File: config.mk
export PLATFORM = sky130hd
export DESIGN_NAME = mlp_ram
export DESIGN_NICKNAME = d
export VERILOG_FILES = /design/src/mlp_ram.sv
export SDC_FILE = /design/constraint.sdc
export NUM_CORES = 1
export LEC_CHECK = 0
export BUFFER_PORTS_ARGS = -buffer_cell sky130_fd_sc_hd__buf_4
export CAP_MARGIN = 20
export CORE_MARGIN = 4
export CORE_UTILIZATION = 30
export CTS_BUF_LIST = sky130_fd_sc_hd__clkbuf_8
export CTS_CLUSTER_DIAMETER = 40
export DETAILED_ROUTE_END_ITERATION = 16
export MAX_ROUTING_LAYER = met4
export SETUP_SLACK_MARGIN = 0.5
export SLEW_MARGIN = 30
export SYNTH_ARGS = -nofsm -noshare
export SYNTH_HDL_FRONTEND = slang
export SYNTH_SLANG_ARGS = --single-unit
File: constraint.sdc
create_clock -name clk -period 5.1 [get_ports clk]
set_clock_uncertainty 0.05 [all_clocks]
set_input_delay 0.255 -clock clk [delete_from_list [all_inputs] [get_ports clk]]
set_output_delay 0.255 -clock clk [all_outputs]
set_load 0.05 [all_outputs]
File: src/mlp_ram.sv
// generic simple dual port ram with registered read
module mlp_ram #(
  parameter int W = 16,
  parameter int D = 16
) (
  input  logic                 clk,
  input  logic                 we,
  input  logic [$clog2(D)-1:0] waddr,
  input  logic [W-1:0]         wdata,
  input  logic [$clog2(D)-1:0] raddr,
  output logic [W-1:0]         rdata
);

  logic [W-1:0] mem [D];

  always_ff @(posedge clk) begin
    if (we) mem[waddr] <= wdata;
    rdata <= mem[raddr];
  end

endmodule

==> run metrics, run 1 <==
run status=completed; post-CTS setup buffers=0; final period utilization=35.4%; layout cells sized above 1=31.7%; fin. max-slew vios=0; syn_area_per_cell=23.2 um2; worst-margin pin slew=934 ps; yosys warns=0; Crit Path Class=primary input to flip-flop; total negative slack=0 ps; final WL=21600 um; Area Growth Syn to Fin=18.7%; I/O pin count=42; clk root buf=clkbuf_8; Seq/Total Area, Yosys=79.7%; Tightest Hold Check Type=primary input to flip-flop; type of origin of the critical path=primary input; CTS tree=built; fin util=36.4%; # nets final=559; core area=0.0328 mm2; Clock Sinks=272; die height=191 um; Fmax=0.554 GHz; DR WL/cell=21.4 um; Mapped Cells=432; GRT overflow=0; clock power share=37.0%; Worst R2R Start=mem[0][10]$_DFFE_PP_; Clock Tree Buf Depth=3; most frequent cells in the layout=edfxtp_1 (256), buf_4 (60), mux4_2 (54); antenna violations before repair=0; Worst setup EP type=flip-flop; vias in the first global route=5145; number of vias per cell=4.64; Synth area leader=edfxtp_1; most common cell after layout, fill and taps aside=edfxtp_1; Int Pwr=3.48 mW; Max Cap Viol=0; Final HPWL DP=11800 um; Final ANT Viol Nets=0; vias=4684; Period minus WS final=1810 ps; Sw Share=21.9%; WP data required=5470 ps; Die W=191 um; die area=0.0365 mm2; Hold Fails Final Rpt=0; Synth area leaders=edfxtp_1 (77%), mux4_2 (12%), dfxtp_1 (3.2%), mux4_1 (2.6%), a22oi_1 (2.4%); RSZ-0062 raised after global routing=no; CP Data Arrival Time=2180 ps; area share of the largest cell type after synthesis=76.5%; GR Util All Layers=12.3%; count of cell types in the netlist=19; Initial DRC Count=270; Post-Syn Area=0.0100 mm2; PortBufs=41; Seq pwr share=56.5%; n_diodes=0; switching power=975 uW; placer congestion estimate=0.700; Synth Register Bits=272; Pwr per Cell Area=373 mW/mm2; Synthesized Nets=458; Setup-failing EPs final=0; combinational group share of total power=6.5%; FP Rows=66; Worst-path clk slew=60 ps; LEAKAGE=3.91 nW; Initial Util=30.6%; 1st-pass router iterations=6; H-tree Lvls=2; HP Start=waddr[1]; TritonCTS buffer count=43; Slew headroom=37.7%; clk_lat worst skew=540 ps; Post-route DRC=0; largest net degree at the start of global routing=65; maximum VDD drop=0.000135 V; Worst setup startpoint=raddr[0]; first-pass GRT wire length=32100 um; CP max FO=46
==> logic make-up (layout without fill, tap and decap cells) <==
kind of cell | Yosys count | count (layout) | synth area share (%)
DFF | 272 | 272 | 79.7
buffers and inverters | 21 | 156 | 1.23
and+or+nand+nor | 43 | 43 | 1.92
AOI/OAI and AO/OA | 32 | 32 | 2.39
muxes | 64 | 64 | 14.7
==> power by group through the flow <==
stage	Sequential [mW]	Combinational, mW	Clock [mW]
after floorplan	2.61	0.122	0
after detailed placement	2.56	0.285	0
after global placement	2.56	0.276	0
after CTS	2.52	0.297	1.70
after global routing	2.52	0.311	1.81
final	2.51	0.289	1.65
==> Yosys cell counts, drive strengths merged <==
cell type,instances
a22oi,32
and2,1
buf,13
clkbuf,8
dfxtp,16
edfxtp,256
mux4,64
nand2,17
nand2b,2
nand3,1
nand3b,2
nor2,13
nor2b,2
nor3,4
or3b,1
==> state kept, by name, summed over array words and instances, names as in the netlist <==
name	count
rdata	16
mem	256
==> timing repair <==
item / in CTS / in global routing
endpoints found under the setup margin: 0 / 0
gates resized for setup: 0 / 0
hold endpoints to repair: 256 / 0
hold buffers: 16 / 0
==> area by class of cell <==
class / count / area, um2
fill: 2998 / 20900
clock inverter: 34 / 155
sequential: 272 / 8010
clock buffer: 45 / 619
multi-input combinational: 139 / 1960
timing repair buffer: 77 / 622
tap: 442 / 553
==> per-stage QoR <==
step                total power [mW]  std cells  worst slack (ps)  cell area (um2)  hold slack, ps
floorplan                       2.73        432              2740            10000             304
global placement                2.84        914              2530            11000             489
detailed placement              2.85        914              2450            11000             502
CTS                             4.52       1009              3040            11900             264
global route                    4.64       1009              3120            11900             280
finish                          4.45       1009              3290            11900             293
==> critical path: stages <==
cell,delay [ps]
buf_6,490
buf_4,470
mux4_1,620
a22oi_1,210
nand2_1,60
==> path summary, 6_finish.rpt <==
path,slack [ps],endpoint,cells after the start
max,3290,rdata[11]$_DFF_P_,5
max reg2reg,3740,rdata[10]$_DFF_P_,3
min,290,mem[0][12]$_DFFE_PP_,3
min reg2reg,620,rdata[9]$_DFF_P_,3
==> metal layers <==
metal	global-route usage, %	up-vias	wire [um]
met5	-	-	0
met4	4.25	0	542
met3	2.96	42	1190
met2	21.3	130	11300
met1	14.1	2464	8530
li1	-	2048	-
Note: power is estimated with default switching activity, not from simulation.
==> run 2: changes to the inputs <==
Clock period 5.1 ns to 1.5 ns, I/O delays scaled along.
==> run metrics, run 2 (synthesis results as in run 1) <==
combinational group share of total power=7.3% (+0.8 points); Buf/Inv on CP=0 (-2); DR WL/cell=21.0 um (-2.0%); largest net degree at the start of global routing=31 (-52%); CTS tree=built; most common cell after layout, fill and taps aside=edfxtp_1; layout cells sized above 1=41.1% (+9.3 points); FP Rows=66 (unchanged); Final HPWL DP=11700 um (-1.0%); 1st-pass router iterations=4 (-2); Hold Fails Final Rpt=0 (unchanged); Max Cap Viol=0 (unchanged); critical path's top delay family=multiplexers; vias in the first global route=5140 (-0.097%); Worst-path clk slew=60 ps (about the same); fin. max-slew vios=0 (unchanged); TritonCTS buffer count=46 (+7.0%); type of origin of the critical path=flip-flop; Fmax=0.759 GHz; GR Util All Layers=12.4% (+0.075 points); cell breakdown of the critical path=mux4_2 -> a22oi_2 -> nand2_1; worst-margin pin slew=346 ps (-588 ps); Largest register FFs=256 (unchanged); H-tree Lvls=2 (unchanged); clk_lat worst skew=540 ps (about the same); final WL=21500 um (-0.30%); WP data required=1870 ps (-3600 ps); die area=0.0365 mm2 (unchanged); Period minus WS final=1320 ps; CP Data Arrival Time=1690 ps (-490 ps); most frequent cells in the layout=edfxtp_1 (256), mux4_2 (64), clkbuf_8 (53); run status=completed; vias=4752 (+1.5%); die height=191 um (unchanged); Clock Sinks=272 (unchanged); RSZ-0062 raised after global routing=yes; fin util=38.5% (+2.1 points); Tightest Hold Check Type=primary input to flip-flop; LEAKAGE=4.10 nW (+4.8%); antenna violations before repair=1 (+1); Sw Share=22.3% (+0.38 points); clock power share=38.2% (+1.2 points); core area=0.0328 mm2 (unchanged); Seq pwr share=54.4% (-2.1 points); Initial Util=30.6% (unchanged); maximum VDD drop=0.000539 V (+300%); number of vias per cell=4.63 (-0.33%); pre-CTS setup slack=-38.8 ps (-2480 ps); Slew headroom=76.9% (+39 points); PortBufs=41 (unchanged); Fillers=2930 (-2.3%); Clock Tree Buf Depth=3 (unchanged); first-pass GRT wire length=32500 um (+1.2%); Largest regs=mem: 256 flops, rdata: 16 flops; GRT overflow=0 (unchanged); final period utilization=87.9%; I/O pin count=42 (unchanged); Initial DRC Count=416 (+54%); clk root buf=clkbuf_8; Int Pwr=12.3 mW (+250%); Post-route DRC=0 (unchanged); Worst setup EP type=flip-flop; Area Growth Syn to Fin=25.6%; final worst slack=182 ps (-3110 ps); Final ANT Viol Nets=0 (unchanged); # nets final=573 (+2.5%); Crit Path Class=flip-flop to flip-flop; max incr delay on CP=490 ps (-130 ps); placer congestion estimate=0.692 (-1.1%); Max stage delay cell, worst path=mux4_2; Die W=191 um (unchanged); switching power=3.51 mW (+260%); CP max FO=1 (-98%); Biggest register=mem; Pwr per Cell Area=1250 mW/mm2 (+230%); Setup-failing EPs final=0 (unchanged)
run 2: final timing paths:
check,from,to,slack [ps],depth (start not counted)
hold / removal,waddr[0],mem[12][2]$_DFFE_PP_,80,3
hold reg to reg,mem[14][13]$_DFFE_PP_,rdata[13]$_DFF_P_,610,3
setup reg to reg,mem[10][5]$_DFFE_PP_,rdata[5]$_DFF_P_,180,3
setup / recovery,mem[10][5]$_DFFE_PP_,rdata[5]$_DFF_P_,180,3
run 2: layout make-up:
| type | count | area, um2 | share of cell area (%) |
|---|---|---|---|
| antenna | 1 | 2.50 | 0.0198 |
| clock buffer | 53 | 729 | 5.78 |
| clock inverter | 32 | 138 | 1.09 |
| multi-input combinational | 139 | 2090 | 16.6 |
| sequential | 272 | 8030 | 63.6 |
| tap | 442 | 553 | 4.38 |
| timing repair buffer | 88 | 1070 | 8.52 |
run 2: worst reg2reg max path: stages (launching register included):
cell and delay [ps]:
edfxtp_1 380, mux4_2 490, a22oi_2 170, nand2_1 100
run 2: routing by layer:
| layer | vias up | GRT usage, % | routed length [um] |
|---|---|---|---|
| met1 | 2527 | 16.1 | 9210 |
| met2 | 118 | 19.9 | 10900 |
| li1 | 2071 | - | - |
| met3 | 36 | 2.41 | 1020 |
| met4 | 0 | 3.84 | 444 |
| met5 | - | - | 0 |
run 2: power groups by stage:
| stage | logic (mW) | registers, mW | clock network (mW) |
|---|---|---|---|
| 6_report | 1.16 | 8.58 | 6.03 |
| 5_1_grt | 1.24 | 8.60 | 6.55 |
| 4_1_cts | 1.17 | 8.59 | 6.18 |
| 3_5_place_dp | 1.06 | 8.72 | 0 |
| 3_3_place_gp | 1.03 | 8.71 | 0 |
| 2_1_floorplan | 0.468 | 8.87 | 0 |
run 2: timing repair:
action,in CTS,in global routing
gates resized for setup,53,3
hold endpoints to repair,257,0
setup buffers,0,0
setup endpoints to repair,32,32
pin swaps,4,0
hold buffers,17,0
run 2: per-stage QoR:
step           hold slack (ps)  power, mW  std cells  area [um2]  TNS [ps]
2_1_floorplan              124       9.34        432       10200         0
3_3_place_gp               307       9.74        924       11400     -62.0
3_5_place_dp               330       9.77        924       11400     -62.5
4_1_cts                   50.0       15.9       1026       12600         0
5_1_grt                   66.3       16.4       1027       12600         0
6_report                  75.5       15.8       1027       12600         0
