`config.mk`:
```
export PLATFORM = sky130hd
export DESIGN_NAME = mlp_mac_row
export DESIGN_NICKNAME = d
export VERILOG_FILES = /design/src/mlp_pkg.sv /design/src/mlp_cell.sv /design/src/mlp_mac_row.sv
export SDC_FILE = /design/constraint.sdc
export NUM_CORES = 1
export LEC_CHECK = 0
export BUFFER_PORTS_ARGS = -buffer_cell sky130_fd_sc_hd__clkbuf_2
export CAP_MARGIN = 20
export CORE_MARGIN = 1
export CORE_UTILIZATION = 55
export DETAILED_ROUTE_END_ITERATION = 7
export PLACE_DENSITY = 0.74
export SYNTH_ARGS = -nofsm -noshare
export SYNTH_HDL_FRONTEND = slang
export SYNTH_HIERARCHICAL = 1
export SYNTH_SLANG_ARGS = --single-unit
```
`constraint.sdc`:
```
create_clock -name clk -period 3.1 [get_ports clk]
set_clock_uncertainty 0.15 [all_clocks]
set_input_delay 0.155 -clock clk [delete_from_list [all_inputs] [get_ports clk]]
set_output_delay 0.155 -clock clk [all_outputs]
set_load 0.01 [all_outputs]
```
`src/mlp_pkg.sv`:
```
// shared types, constants and the sigmoid rom for the mlp inference block
package mlp_pkg;

  localparam int MAX_LAYERS  = 4;
  localparam int MAX_NEURONS = 16;
  localparam int SIG_DEPTH   = 256;

  localparam int LAYER_W  = $clog2(MAX_LAYERS);
  localparam int NEURON_W = $clog2(MAX_NEURONS);
  localparam int SIG_IDX_W = $clog2(SIG_DEPTH);
  localparam int VAL_W    = 16;
  localparam int OUT_W    = 13;
  localparam int ACC_W    = 36;
  localparam int SIZE_W   = 5;
  localparam int LCNT_W   = 3;

  localparam int WT_DEPTH   = MAX_LAYERS * MAX_NEURONS * MAX_NEURONS;
  localparam int BIAS_DEPTH = MAX_LAYERS * MAX_NEURONS;
  localparam int ACT_DEPTH  = 2 * MAX_NEURONS;

  // half the width of one sigmoid bin
  localparam real BIN_HALF = 8.0 / SIG_DEPTH;

  // input commands
  localparam logic [1:0] CMD_WEIGHT = 2'd0;
  localparam logic [1:0] CMD_BIAS   = 2'd1;
  localparam logic [1:0] CMD_ACT    = 2'd2;

  // configuration register indexes
  localparam logic [2:0] REG_LAYER_COUNT = 3'd0;
  localparam logic [2:0] REG_SIZE_IN     = 3'd1;
  localparam logic [2:0] REG_SIZE_L1     = 3'd2;
  localparam logic [2:0] REG_SIZE_L2     = 3'd3;
  localparam logic [2:0] REG_SIZE_L3     = 3'd4;
  localparam logic [2:0] REG_SIZE_L4     = 3'd5;

  typedef logic signed [ACC_W-1:0] acc_t;

  typedef enum logic [1:0] {OP_BIAS, OP_MAC, OP_FIN} op_kind_t;

  typedef struct packed {
    logic     shift;
    op_kind_t kind;
  } ring_ctrl_t;

  typedef logic [OUT_W-1:0] sig_rom_t [SIG_DEPTH];

  // sigmoid at the midpoint of each bin over [-8, 8)
  function automatic sig_rom_t build_sig_rom();
    sig_rom_t rom;
    real      m;
    for (int i = 0; i < SIG_DEPTH; i++) begin
      m = real'(2 * i + 1) * BIN_HALF - 8.0;
      rom[i] = OUT_W'($rtoi(2048.0 + 2048.0 * $tanh(m * 0.5) + 0.5));
    end
    return rom;
  endfunction

  localparam sig_rom_t SIG_ROM = build_sig_rom();

  // clamp a size register to [1, MAX_NEURONS]
  function automatic logic [SIZE_W-1:0] clamp_size(input logic [SIZE_W-1:0] s);
    logic [SIZE_W-1:0] r;
    r = s;
    if (s == '0) r = SIZE_W'(1);
    else if (s > SIZE_W'(MAX_NEURONS)) r = SIZE_W'(MAX_NEURONS);
    return r;
  endfunction

endpackage

```
`src/mlp_cell.sv`:
```
// one accumulator cell of the rotating mac row
module mlp_cell
  import mlp_pkg::*;
(
  input  logic clk,
  input  logic shift,
  input  acc_t d_in,
  output acc_t q
);

  acc_t acc_r;

  always_ff @(posedge clk) begin
    if (shift) acc_r <= d_in;
  end

  assign q = acc_r;

endmodule

```
`src/mlp_mac_row.sv`:
```
// ring of accumulator cells with the add at its head
module mlp_mac_row
  import mlp_pkg::*;
(
  input  logic       clk,
  input  ring_ctrl_t ctrl,
  input  acc_t       addend,
  output acc_t       tail
);

  acc_t link [MAX_NEURONS];
  acc_t head_d;

  always_comb begin
    case (ctrl.kind)
      OP_BIAS: head_d = addend;
      OP_MAC:  head_d = link[MAX_NEURONS-1] + addend;
      default: head_d = link[MAX_NEURONS-1];
    endcase
  end

  for (genvar i = 0; i < MAX_NEURONS; i++) begin : g_cell
    acc_t d;
    if (i == 0) begin : g_head
      assign d = head_d;
    end else begin : g_body
      assign d = link[i-1];
    end
    mlp_cell u_cell (
      .clk   (clk),
      .shift (ctrl.shift),
      .d_in  (d),
      .q     (link[i])
    );
  end

  assign tail = link[MAX_NEURONS-1];

endmodule

```
==> results.yml, run 1 <==
run_status:
  violations: "DRC, setup timing"
  status: "complete, but fails checks"
hold_path:
  min-delay-start: "addend[5]"
  hold_path.class: "primary input to register"
  hold_end: "g_cell[0].u_cell/q[5]"
  hold-path-cell-count: 3
clocking:
  cts_tree: "built"
  h-tree-depth: 2
  clk_latency_ns: 0.61
  cts_root_buf: "clkbuf_16"
  clockBufferDepth: 3
  clock_sinks: 576
  cts_inserted_buffers: 53
  path_clk_slew_ns: 0.07
pwr:
  vdd_drop_max_mv: 0.5451
  pwr-share-seq_pct: 55.7
  switching_share_pct: 20.73
  p_int_mw: 13.19
  clockPowerShare_pct: 38.7
  p_switching_mw: 3.450
  comb_power_share_pct: 5.7
  power_leakage_nw: 8.490
  p_per_area_mw_per_mm2: 706.7
final_layout:
  fin_util_pct: 65.88
  largest_reg_flops: 576
  fin_area_mm2: 0.02355
  synthToLayoutAreaGrowth_pct: 17.20
  nNetsFinal: 1239
  drive_above_1_share_pct: 19.83
synthesis:
  synth_edf_count: 576
  ys_seq_elements: 576
  syn_area_mm2: 0.02009
  synthTopCellsByArea: "edfxtp_1 (86%), ha_1 (2.2%), mux2i_1 (1.1%)"
  synth_top_area_share_pct: 86.09
  synthCells: 962
  syn_avg_cell_area_um2: 20.89
  yosysWarnings: 6
  synthFlopType: "edfxtp_1"
  yosysSeqAreaShare_pct: 86.09
  ys_types: 64
  synth_area_leader_cell: "edfxtp_1"
  synth-async-reset-ratio_pct: 0
  synth_nets: 1038
drt:
  via_count: 9166
  wl_per_cell_um: 19.93
  drt-initial-drc-count: 694
  post_drt_via_cell_ratio: 5.495
  firstDrtPassIters: 8
  totalWireLength_um: 33240
  drc: 7
  ant_nets: 0
floorplanning:
  rows: 69
  die_x_um: 193.1
  start_util_pct: 56.21
  die_area_mm2: 0.03730
  die_y_um: 193.1
  core_mm2: 0.03574
  ios: 76
critical_path:
  path_max_fanout: 3
  worstSetupPathType: "register to register"
  reg2regPathDepth: 12
  r2r_start: "g_cell[15].u_cell/q[0]"
  cp.required_ns: 3.29
  worstPathArrival_ns: 3.34
  reg2reg_slack_ns: -0.05
  r2r_end: "g_cell[0].u_cell/q[24]"
  critPathLaunchType: "register"
  cp-end-kind: "register"
sta:
  setup_ws_ns: -0.05279
  min_period_over_period_pct: 101.7
  hold_viol_final: 0
  finalCriticalPeriod_ns: 3.153
  tightest_slew_ns: 1.074
  finalSetupViolCount: 2
  finalMaxSlewViolations: 0
  timing.slew.headroom_pct: 28.14
  fmax_mhz: 317.2
  rsz0062_at_grt: "true"
grt:
  grt_antenna_before_repair: 2
  grt_pass1_vias: 8885
  grt_pass1_wl_um: 50170
  gr-total-overflow: 0
  grt_max_degree: 98
  grt_use_total_pct: 18.30
place:
  post_dp_cell_area_mm2: 0.02130
  place.gp.congestion: 0.8863
  hpwl_um: 19780
  io_buffers: 75
run:
  cap_viol_max_count: 0
-- cell usage after synthesis (all sizes together) (2+ instances only) --
cell type	number
buf	7
ha	35
nand2b	3
o21bai	9
o2111ai	3
a211o	3
a221o	3
o211ai	2
a31oi	10
and2	2
mux2i	23
nor2	19
o21a	6
a311oi	4
nor3	5
clkbuf	12
xor2	10
nand4	5
nor3b	2
inv	11
nor2b	6
xnor2	17
o21ai	40
o31ai	2
or3	2
edfxtp	576
a21oi	31
a211oi	7
nand3	9
and4	2
nand2	38
a22oi	8
and3	6
a21o	26
nand3b	2
-- power groups by stage --
| stage | clock (mW) | combinational (mW) | sequential (mW) |
|---|---|---|---|
| 2_1_floorplan | 0 | 0.463 | 9.37 |
| 3_3_place_gp | 0 | 0.842 | 9.40 |
| 3_5_place_dp | 0 | 0.861 | 9.42 |
| 4_1_cts | 6.60 | 0.919 | 9.27 |
| 5_1_grt | 6.88 | 1.03 | 9.31 |
| 6_report | 6.43 | 0.942 | 9.27 |
-- cell families after synthesis --
logic type | after synthesis | share of synthesized area (%)
fa+ha+maj | 36 | 2.279
mux | 24 | 1.202
flops | 576 | 86.09
buf+inv | 33 | 1.214
compound gates | 162 | 5.405
simple gates | 104 | 2.634
xor+xnor | 27 | 1.177
-- routing by layer --
| layer | track usage, % | routed length, um |
|---|---|---|
| met1 | 27.09 | 15540 |
| met2 | 26.76 | 14960 |
| met3 | 3.910 | 1818 |
| met4 | 7.392 | 916 |
| met5 | 0 | 0 |
-- worst max-delay path, cell delays in order, from the launching register on --
cell,delay [ns]
edfxtp_1,0.42
ha_2,0.21
fa_2,0.34
a21o_2,0.23
a221oi_4,0.25
nor3b_2,0.10
o2111ai_2,0.32
a31oi_4,0.14
buf_4,0.16
o21a_1,0.17
nor2_2,0.12
nor3_1,0.05
a211o_1,0.23
-- worst max-delay path by stage --
| stage | cells past startpoint | to | start | slack [ns] |
|---|---|---|---|---|
| floorplan | 11 | g_cell[0].u_cell/q[32] | g_cell[15].u_cell/q[0] | 0.01 |
| global placement | 12 | g_cell[0].u_cell/q[14] | g_cell[15].u_cell/q[0] | -0.21 |
| detailed placement | 12 | g_cell[0].u_cell/q[14] | g_cell[15].u_cell/q[0] | -0.20 |
| CTS | 11 | g_cell[0].u_cell/q[32] | g_cell[15].u_cell/q[0] | -0.02 |
| global route | 12 | g_cell[0].u_cell/q[24] | g_cell[15].u_cell/q[0] | -0.16 |
| finish | 12 | g_cell[0].u_cell/q[24] | g_cell[15].u_cell/q[0] | -0.05 |
-- metrics by stage --
step / setup WS, ns / std cells / TNS (ns) / hold slack, ns / power, mW
floorplan: 0.01207 / 962 / 0 / 0.1175 / 9.828
global placement: -0.2102 / 1526 / -0.2428 / 0.2507 / 10.24
detailed placement: -0.1984 / 1526 / -0.4297 / 0.2545 / 10.28
CTS: -0.02125 / 1665 / -0.02679 / 0.003056 / 16.79
global route: -0.1561 / 1668 / -0.9563 / 0.03390 / 17.21
finish: -0.05279 / 1668 / -0.1004 / 0.04537 / 16.64
-- area by class of cell --
| type | instances | area (um^2) |
|---|---|---|
| clock inverters | 35 | 347.8 |
| well taps | 461 | 576.8 |
| fillers | 2357 | 12190 |
| repair buffers | 168 | 1249 |
| diodes | 2 | 5.005 |
| flip-flops and latches | 576 | 17300 |
| inverters | 11 | 41.29 |
| multi-input cells | 353 | 2650 |
| clock buffers | 62 | 1381 |
-- timing repair --
action,in CTS,in global routing
gates resized for setup,5,19
endpoints found under the setup margin,8,14
buffers inserted,1,1
endpoints found under the hold margin,94,0
hold buffers,41,0
pin swaps,1,5
-- placed cells by master, fill, tap and decap left out, types with 6 or more instances in the layout --
cell type      synthesis  layout
o21a_1                 6       6
a21o_1                20      20
ha_1                  35      32
dlygate4sd3_1          0      41
xnor2_1               17      17
edfxtp_1             576     576
clkinv_2               0       9
inv_1                 11      11
nand2_1               38      38
clkbuf_2               0      74
o21ai_0               39      34
a22oi_1                8       8
nand3_1                8       8
clkbuf_1               8       8
a31oi_1                9       8
mux2i_1               23      23
a21o_2                 6       6
o21bai_1               9       9
clkinv_1               0      14
bufinv_16              0       6
clkbuf_16              0      54
xor2_1                10      10
buf_4                  2      47
a21oi_1               31      29
nor2_1                19      18
Note: power is estimated with default switching activity, not from simulation.
==> inputs of run 2 (changes only) <==
--- a/config.mk
+++ b/config.mk
@@ -7,7 +7,7 @@
 export LEC_CHECK = 0
 export BUFFER_PORTS_ARGS = -buffer_cell sky130_fd_sc_hd__clkbuf_2
 export CAP_MARGIN = 20
-export CORE_MARGIN = 1
+export CORE_MARGIN = 3
 export CORE_UTILIZATION = 55
 export DETAILED_ROUTE_END_ITERATION = 7
 export PLACE_DENSITY = 0.74
@@ -15,3 +15,4 @@
 export SYNTH_HDL_FRONTEND = slang
 export SYNTH_HIERARCHICAL = 1
 export SYNTH_SLANG_ARGS = --single-unit
+export TNS_END_PERCENT = 20
==> run 2 against run 1 <==
The flow finishes with violations (setup timing). Via count shrank 1.1%. Worst hold slack gained 0.0058 ns. Global-route usage shrank 1.7 points. Combinational power shrank 0.7%. Cell area shrank 0.26%. Sequential power is essentially flat. Register-to-register slack gained 0.05 ns. Critical path depth is the same. Non-clock buffer count shrank 3. First-iteration DRC count shrank 13%. Final cell count shrank 0.12%. Largest cell class unchanged. Largest power group unchanged.
==> results.yml, run 2 (same netlist as run 1, synthesis figures left out) <==
run_status:
  status: "complete, but fails checks"
  violations: "setup timing"
run:
  cap_viol_max_count: 0
grt:
  grt_pass1_vias: 8851
  grt_max_degree: 107
  gr-total-overflow: 0
  grt_pass1_wl_um: 49200
  grt_antenna_before_repair: 2
  grt_use_total_pct: 16.62
clocking:
  clockBufferDepth: 3
  clk_latency_ns: 0.58
  h-tree-depth: 2
  cts_inserted_buffers: 54
  clock_sinks: 576
  cts_tree: "built"
  path_clk_slew_ns: 0.06
  cts_root_buf: "clkbuf_16"
drt:
  drt-initial-drc-count: 607
  drc: 0
  ant_nets: 0
  wl_per_cell_um: 19.31
  totalWireLength_um: 32170
  via_count: 9063
  post_drt_via_cell_ratio: 5.440
  firstDrtPassIters: 6
final_layout:
  largest_reg_flops: 576
  fillers: 2307
  multiInputGateArea_mm2: 0.002679
  ff_latch_area_mm2: 0.01730
  layout_common_cells: "edfxtp_1 (576), clkbuf_2 (74), clkbuf_16 (55), buf_4 (54), nand2_1 (38)"
  synthToLayoutAreaGrowth_pct: 16.90
  nNetsFinal: 1237
  layout_commonest_cell: "edfxtp_1"
  fin_util_pct: 65.56
  drive_above_1_share_pct: 20.51
pwr:
  p_switching_mw: 3.370
  power_leakage_nw: 8.456
  comb_power_share_pct: 5.7
  vdd_drop_max_mv: 0.4458
  p_per_area_mw_per_mm2: 703.6
  p_int_mw: 13.16
  switching_share_pct: 20.39
  clockPowerShare_pct: 38.3
  pwr-share-seq_pct: 56.1
place:
  hpwl_um: 19130
  io_buffers: 75
  place.gp.congestion: 0.8441
  pre_cts_slack_ns: -0.03612
sta:
  finalSetupViolCount: 2
  fmax_mhz: 321.8
  hold_slack_ns: 0.05121
  rsz0062_at_grt: "true"
  hold_viol_final: 0
  setup_ws_ns: -0.007464
  tightest_slew_ns: 0.8691
  min_period_over_period_pct: 100.2
  timing.slew.headroom_pct: 41.94
  finalMaxSlewViolations: 0
  finalCriticalPeriod_ns: 3.107
floorplanning:
  start_util_pct: 56.08
  die_y_um: 197.1
  die_area_mm2: 0.03886
  ios: 76
  die_x_um: 197.1
  core_mm2: 0.03583
  rows: 69
critical_path:
  critPathLaunchType: "register"
  path_max_fanout: 4
  worstSetupPathType: "register to register"
  worstPathArrival_ns: 3.29
  cp-end-kind: "register"
  cp.required_ns: 3.28
hold_path:
  hold_path.class: "primary input to register"
run 2: area by class of cell:
class                   count  share of cell area [%]
multi-input cells         353                   11.41
well taps                 461                   2.456
diodes                      1                 0.01065
inverters                  11                  0.1758
repair buffers            165                   5.029
clock inverters            33                   1.247
clock buffers              66                   6.036
flip-flops and latches    576                   73.64
run 2: routing by layer:
layer | vias up | wire (um) | GRT usage (%) | part of all wire, %
met4 | 2 | 715 | 5.121 | 2.2
met2 | 214 | 14180 | 23.77 | 44
met3 | 56 | 1875 | 4.588 | 5.8
met5 | - | 20 | 0 | 0.062
met1 | 4555 | 15380 | 25.45 | 48
li1 | 4236 | - | - | -
run 2: critical path: stages, from the launching register on:
cell and delay, ns:
edfxtp_1 0.46, ha_1 0.43, o211ai_1 0.16, o21bai_1 0.22, a2bb2oi_1 0.10, buf_4 0.16
a21oi_2 0.17, nor3b_1 0.07, buf_4 0.16, o21a_1 0.19, o21bai_1 0.20, mux2i_1 0.11
a221o_1 0.27
run 2: final timing paths:
path / startpoint / to / slack, ns / cells after the start
setup / recovery: g_cell[15].u_cell/q[2] / g_cell[0].u_cell/q[33] / -0.007 / 12
hold / removal: addend[17] / g_cell[0].u_cell/q[17] / 0.05 / 3
setup reg to reg: g_cell[15].u_cell/q[2] / g_cell[0].u_cell/q[33] / -0.007 / 12
hold reg to reg: g_cell[5].u_cell/q[7] / g_cell[6].u_cell/q[7] / 0.26 / 0
run 2: timing repair:
action	in CTS	in global routing
buffers inserted	1	3
gates resized for setup	2	26
gates cloned	0	0
pin swaps	3	7
endpoints found under the hold margin	91	0
hold buffers	33	0
endpoints found under the setup margin	4	18
run 2: stage by stage:
step / power, mW / area (um^2) / std cells / setup TNS [ns]
2_1_floorplan: 9.828 / 20100 / 962 / 0
6_report: 16.52 / 23490 / 1666 / -0.01036
4_1_cts: 16.70 / 23350 / 1662 / -0.01216
3_5_place_dp: 10.28 / 21300 / 1529 / -0.03612
3_3_place_gp: 10.24 / 21300 / 1529 / -0.006039
5_1_grt: 17.16 / 23490 / 1666 / -0.6546
run 2: power by group through the flow:
stage               clock network [mW]  registers, mW  logic, mW
floorplan                            0           9.37      0.463
global placement                     0           9.40      0.837
detailed placement                   0           9.42      0.856
CTS                               6.53           9.27      0.899
global route                      6.83           9.31       1.02
finish                            6.33           9.26      0.935
